$ cat config.mk
export PLATFORM = sky130hd
export DESIGN_NAME = rsm_isqrt
export DESIGN_NICKNAME = d
export VERILOG_FILES = /design/src/hdl/rsm_pkg.sv /design/src/hdl/rsm_isqrt.sv
export SDC_FILE = /design/constraint.sdc
export NUM_CORES = 2
export LEC_CHECK = 0
export ABC_AREA = 1
export ABC_CLOCK_PERIOD_IN_PS = 12400
export BUFFER_PORTS_ARGS = -buffer_cell sky130_fd_sc_hd__buf_2
export CAP_MARGIN = 15
export CORE_MARGIN = 1
export CORE_UTILIZATION = 45
export DETAILED_ROUTE_END_ITERATION = 10
export HOLD_SLACK_MARGIN = 0.1
export SYNTH_ARGS = -nofsm -noshare
export SYNTH_HDL_FRONTEND = slang
export SYNTH_SLANG_ARGS = --single-unit
$ cat constraint.sdc
create_clock -name clk -period 12.4 [get_ports clk]
set_input_delay 1.24 -clock clk [delete_from_list [all_inputs] [get_ports clk]]
set_output_delay 1.24 -clock clk [all_outputs]
set_load 0.005 [all_outputs]
$ cat src/hdl/rsm_pkg.sv
// ----------------------------------------------------------------------------
// rsm_pkg
// types and constants shared by the rotor speed mixer
// ----------------------------------------------------------------------------
package rsm_pkg;

	localparam int COEF_BITS = 16;
	localparam int DATA_BITS = 32;
	localparam int LANE_BITS = 16;
	localparam int ROWS = 4;
	localparam int COLS = 4;
	localparam int PROD_BITS = COEF_BITS + DATA_BITS;
	localparam int SUM_BITS = PROD_BITS + 2;
	localparam int RAD_BITS = 64;
	localparam int ROOT_BITS = RAD_BITS / 2;
	localparam int SQ_STEPS = 4;
	localparam int SQ_STAGES = ROOT_BITS / SQ_STEPS;
	localparam int CFG_IDX_BITS = 3;
	localparam int CFG_DATA_BITS = 64;

	localparam logic [CFG_IDX_BITS-1:0] REG_ROW0 = 3'd0;
	localparam logic [CFG_IDX_BITS-1:0] REG_ROW1 = 3'd1;
	localparam logic [CFG_IDX_BITS-1:0] REG_ROW2 = 3'd2;
	localparam logic [CFG_IDX_BITS-1:0] REG_ROW3 = 3'd3;
	localparam logic [CFG_IDX_BITS-1:0] REG_SHIFT = 3'd4;
	localparam logic [CFG_IDX_BITS-1:0] REG_MAX = 3'd5;

	typedef struct packed {
		logic signed [31:0] moment_z;
		logic signed [31:0] moment_y;
		logic signed [31:0] moment_x;
		logic signed [31:0] thrust;
	} in_word_t;

	typedef struct packed {
		logic [15:0] speed_three;
		logic [15:0] speed_two;
		logic [15:0] speed_one;
		logic [15:0] speed_zero;
	} out_word_t;

	typedef struct packed {
		logic [RAD_BITS-1:0] x;
		logic [RAD_BITS-1:0] root;
	} sq_state_t;

	// one bit-pair step of the digit-by-digit square root; j is the bit pair
	function automatic sq_state_t sq_step(sq_state_t s, int j);
		sq_state_t r;
		logic [RAD_BITS-1:0] bitv;
		logic [RAD_BITS-1:0] t;
		bitv = RAD_BITS'(1) << (2 * j);
		t = s.root + bitv;
		r = s;
		if (s.x >= t) begin
			r.x = s.x - t;
			r.root = (s.root >> 1) + bitv;
		end else begin
			r.root = s.root >> 1;
		end
		return r;
	endfunction

endpackage

$ cat src/hdl/rsm_isqrt.sv
// ----------------------------------------------------------------------------
// rsm_isqrt
// pipelined floor square root of a 64-bit radicand with clamp
// ----------------------------------------------------------------------------
module rsm_isqrt (
	input  logic                          clk,
	input  logic                          en,
	input  logic                          neg,
	input  logic [rsm_pkg::RAD_BITS-1:0]  rad,
	input  logic [15:0]                   max_speed,
	output logic [15:0]                   speed
);

	rsm_pkg::sq_state_t nx[rsm_pkg::SQ_STAGES];
	rsm_pkg::sq_state_t st_s[rsm_pkg::SQ_STAGES];
	logic               neg_s[rsm_pkg::SQ_STAGES];

	always_comb begin
		nx[0].x = rad;
		nx[0].root = '0;
		for (int k = 0; k < rsm_pkg::SQ_STEPS; k++)
			nx[0] = rsm_pkg::sq_step(nx[0], rsm_pkg::ROOT_BITS - 1 - k);
		for (int g = 1; g < rsm_pkg::SQ_STAGES; g++) begin
			nx[g] = st_s[g-1];
			for (int k = 0; k < rsm_pkg::SQ_STEPS; k++)
				nx[g] = rsm_pkg::sq_step(nx[g],
					rsm_pkg::ROOT_BITS - 1 - g * rsm_pkg::SQ_STEPS - k);
		end
	end

	always_ff @(posedge clk) begin
		if (en) begin
			neg_s[0] <= neg;
			for (int g = 0; g < rsm_pkg::SQ_STAGES; g++)
				st_s[g] <= nx[g];
			for (int g = 1; g < rsm_pkg::SQ_STAGES; g++)
				neg_s[g] <= neg_s[g-1];
		end
	end

	always_comb begin
		if (neg_s[rsm_pkg::SQ_STAGES-1])
			speed = '0;
		else if (st_s[rsm_pkg::SQ_STAGES-1].root >= {48'd0, max_speed})
			speed = max_speed;
		else
			speed = st_s[rsm_pkg::SQ_STAGES-1].root[15:0];
	end

endmodule

## Word-level counts from Yosys, hierarchy flattened

Memory sizes are Yosys's and may differ from the RTL's.
Cells that the tools add are included.

| storage, ports and cells | value |
|---|---|
| bits in registers | 0 |
| bits in writable memories | 1032 |
| input bits | 83 |
| output and inout bits | 16 |
| word-level logic and storage cells | 197 |
| memories | 2 |

| operators by class | value |
|---|---|
| $add $sub $neg | 94 |
| magnitude comparators | 33 |
| mux-type cells | 68 |

Memory list:

| name | depth | bits a word | rd ports | clocked after Yosys merged registers in | wr ports | line | source |
|---|---|---|---|---|---|---|---|
| st_s | 8 | 128 | 8 | 0 | 8 | rsm_isqrt.sv:15 | `rsm_pkg::sq_state_t st_s[rsm_pkg::SQ_STAGES];` |
| neg_s | 8 | 1 | 8 | 0 | 8 | rsm_isqrt.sv:16 | `logic neg_s[rsm_pkg::SQ_STAGES];` |

Operator list:

| kind | count |
|---|---|
| $mux W64 | 60 |
| $ge A64 B64 Y1 | 31 |
| $sub A64 B64 Y64 | 31 |
| $mux W63 | 4 |
| $add A63 B1 Y64 const B | 1 |
| $add A63 B11 Y64 const B | 1 |
| $add A63 B13 Y64 const B | 1 |
| $add A63 B15 Y64 const B | 1 |
| $add A63 B17 Y64 const B | 1 |
| $add A63 B19 Y64 const B | 1 |
| $add A63 B21 Y64 const B | 1 |
| $add A63 B23 Y64 const B | 1 |
| $add A63 B25 Y64 const B | 1 |
| $add A63 B27 Y64 const B | 1 |
| $add A63 B29 Y64 const B | 1 |
| $add A63 B3 Y64 const B | 1 |
| $add A63 B31 Y64 const B | 1 |
| $add A63 B33 Y64 const B | 1 |
| $add A63 B35 Y64 const B | 1 |
| $add A63 B37 Y64 const B | 1 |
| $add A63 B39 Y64 const B | 1 |
| $add A63 B41 Y64 const B | 1 |
| $add A63 B43 Y64 const B | 1 |
| $add A63 B45 Y64 const B | 1 |
| 47 further kinds | 49 |

## Logic depth before layout (Yosys ltp)

An unclocked memory read counts as a cell.

| logic depth | value |
|---|---|
| depth after elaboration | 13 |
| gate-level depth with buffers | 70 |
| gate-level depth less buffers | 60 |

## Worst setup path after synthesis

Ideal clock, no wire load.

| timing path | value |
|---|---|
| kind | flip-flop to flip-flop |
| start point | mem st_s[1][167] (netlist name) |
| end point | mem st_s[1][354] (netlist name) (data pin) |
| library setup time | 252 ps |
| arrival time | 8546 ps |
| path slack | 3602 ps |
| cell stages (with the launch flop) | 65 |
| cells stage by stage | edfxtp_1 > inv_1 > ha_1 > a21oi_1 > inv_1 > a21oi_1 > nand2_1 > inv_1 > nand3_1 > a21oi_2 > clkbuf_1 > clkbuf_1 > o21ai_0 > ha_1 > nand2_1 > nor2_1 > inv_1 > nor3_1 > [29 not listed] > ha_1 > nand2_1 > nor2_1 > inv_1 > nor2_1 > nand2_1 > inv_1 > nand2_1 > nor2_1 > nand3_1 > nor2_1 > nor2_2 > nand2_2 > nor2_2 > buf_6 > buf_6 > nand2_1 > nand2_1 |

RTL lines:

| element | line |
|---|---|
| start: declaration | rsm_isqrt.sv:15 |

==> out/results.txt <==
status: completed
post-synthesis register bit count: 600
Worst Skew: 0.06265 ns
Area growth syn-to-layout: 6.553%
DRC errors left: 0
fmax: 85.86 MHz
Via density: 5.765
syn_area_per_cell: 6.012 um^2
CP max-delay cell: edfxtp_1
post-synthesis async set-or-reset flop share: 0%
Hold Fails Final Rpt: 0
max-slew violation count: 0
largest net degree at the start of global routing: 79
worst-path maximum fanout: 46
synthesized instance count: 13681
Critical Path AT: 12.07 ns
GRT Residual Overflow: 0
Max Cap Viol: 0
Ys Warns: 0
Cell variety after synth: 69
total wire length: 363.7 mm
clock sinks: 600
CTS clk-pin slew, worst paths: 0.06 ns
Post-CTS Setup Inserts: 0
clk_lat worst skew: 0.73 ns
Hold Path Depth: 0
ANT nets after route: 0
worst reg2reg path startpoint: st_s[1][35]
reg2reg setup slack: 0.75 ns
CTS tree: built
layout cell share with drive strength beyond 1: 4.536%
Worst EP required: 12.82 ns
first-pass GRT wire length: 528.8 mm
Site Rows: 156
area leader, netlist: edfxtp_1
Core Footprint: 181100 um^2
Detailed Routing Iterations Pass 1: 7
Slew headroom: 17.43%
initial antenna violation count: 13
Mapped Nets: 14357
Initial Util: 45.41%
GPL Wtd Cong: 1.117
synthesized cell area: 82260 um^2
Port Buf Inserts: 98
Startpoint Class: register
Crit. End Element: register
layout net count: 14425
Die X-Extent: 429.5 um
share of the synthesized area in the top cell type: 21.90%
Crit path top cell by count: nand2_1
Area contributors post-synth: edfxtp_1 22%, nand2_1 19%, inv_1 9.3%
number of global-route vias before repair: 85423
GR Util All Layers: 37.79%
R2R depth: 45
Hold Path Class: register to register
root buffer cell: clkbuf_16
fin crit share: 93.93%
Num CTS Buffers: 70
Worst Setup Path Type: register to register
# IOs: 99
slowest cell delay on critical path: 0.67 ns
reg2reg end: st_s[1][231]
Die Ht: 429.5 um
Final min period: 11.65 ns
via count: 93276
unrepaired setup endpoints after global routing: no
setup TNS: 0 ns
min-delay src: neg_s[0][2]
Hold Crit Endpoint: neg_s[0][3]
Final HPWL DP: 308.9 mm
die footprint: 184500 um^2
main flop type after synthesis: edfxtp_1
Worst Tran Pin Value: 1.234 ns
Finish-stage setup viols: 0
Post-synth EDFFs: 600
H-tree depth: 3
Longest Clk Path Bufs: 3
Iteration-0 DRC Markers: 10055
sequential share of the synthesized area: 21.90%
routed length per instance: 22.47 um
-- what timing repair did --
action                                  CTS  global route
hold buffers                              0             0
endpoints found under the setup margin    0            32
resized for setup                         0             4
-- how the worst max path moves through the flow --
stage,startpoint,slack (ns),endpoint,depth (start not counted)
after CTS,st_s[0][297],0.50,st_s[0][491],45
after global routing,st_s[0][299],0.06,st_s[0][491],48
final,st_s[1][35],0.75,st_s[1][231],45
after floorplan,st_s[1][167],3.60,st_s[1][354],64
after detailed placement,st_s[0][297],0.58,st_s[0][498],45
after global placement,st_s[0][297],0.28,st_s[0][491],45
-- synthesized netlist by cell type, types with 14 or more instances --
| cell type | count |
|---|---|
| nand2_2 | 62 |
| xnor2_1 | 290 |
| nand3_2 | 45 |
| nand3_1 | 984 |
| a21o_1 | 16 |
| buf_6 | 27 |
| o21ai_1 | 60 |
| ha_1 | 593 |
| nand2_1 | 4101 |
| nand3b_1 | 98 |
| a211oi_1 | 22 |
| edfxtp_1 | 600 |
| o21bai_1 | 34 |
| inv_2 | 68 |
| o211ai_1 | 35 |
| buf_2 | 34 |
| nor4_1 | 63 |
| clkbuf_1 | 66 |
| o21a_1 | 66 |
| nor3_1 | 184 |
| nor2_2 | 62 |
| nor2_1 | 1836 |
| nor2_4 | 15 |
| a21oi_1 | 715 |
| o21ai_0 | 727 |
| or2_2 | 35 |
| inv_1 | 2044 |
| and2_1 | 21 |
| nand4_1 | 308 |
| xor2_1 | 219 |
| a31oi_1 | 86 |
| a21boi_0 | 14 |
| buf_4 | 19 |
| a21oi_2 | 14 |
-- routing by layer --
metal / track usage, % / routed length, um / vias up
li1: - / - / 44682
met1: 49.11 / 150900 / 43416
met2: 60.32 / 159900 / 4351
met3: 5.229 / 29830 / 827
met4: 20.72 / 23040 / 0
met5: 0 / 0 / -
-- critical path: cells and delay by family, from the launching register on --
kind | cells | cell delay (ns)
AOI/OAI and AO/OA | 11 | 3.24
adders and majority gates | 4 | 1.79
buffers and inverters | 8 | 1.50
DFF | 1 | 0.67
and+or+nand+nor | 22 | 4.07
-- layout make-up --
cell class / count / area (um^2)
Fill cell: 19312 / 93490
Multi-Input combinational cell: 10808 / 55420
Sequential cell: 600 / 18020
Inverter: 2114 / 7943
Tap cell: 2370 / 2965
Clock buffer: 79 / 1785
Timing Repair Buffer: 153 / 945.9
Clock inverter: 44 / 521.8
Antenna cell: 11 / 27.53
Timing Repair inverter: 2 / 15.01
-- stage by stage --
stage               instances  setup slack (ns)  hold WS, ns  instance area [um^2]  util (%)
floorplan               13681             3.602       0.4003                 82260         -
global placement        16044            0.2809       0.4037                 85270     47.08
detailed placement      16044            0.5777       0.4054                 85270     47.08
CTS                     16167            0.4986       0.4187                 87580     48.35
global route            16178           0.05932       0.4229                 87640     48.38
finish                  16181            0.7530       0.4178                 87650     48.39
-- registers in the layout (all words and copies together) (netlist names) --
| signal | count |
|---|---|
| neg_s | 8 |
| st_s | 592 |
-- cell families (layout without fill, tap and decap cells) --
logic type	count (synthesis)	after routing	share of synthesized area, %
muxes	2	2	0.02434
xor gates and xnor gates	509	509	5.420
other	0	11	0
buffers and inverters	2273	2392	10.77
and+or+nand+nor	7864	7864	40.62
AOI/OAI and AO/OA	1840	1840	12.24
DFF	600	600	21.90
adders and majority gates	593	593	9.020
-- placed cells by master (no fill, tap or decap), types with 183 or more instances in the layout --
cell,synthesis,final
o21ai_0,727,727
nor3_1,184,183
xor2_1,219,219
a21oi_1,715,715
xnor2_1,290,290
edfxtp_1,600,600
nor2_1,1836,1835
nand3_1,984,983
inv_1,2044,2042
ha_1,593,593
nand4_1,308,308
nand2_1,4101,4101
Power is left out: the tool's default activity adds up to more than one toggle a clock period on the data nets, which glitch-free logic cannot reach.
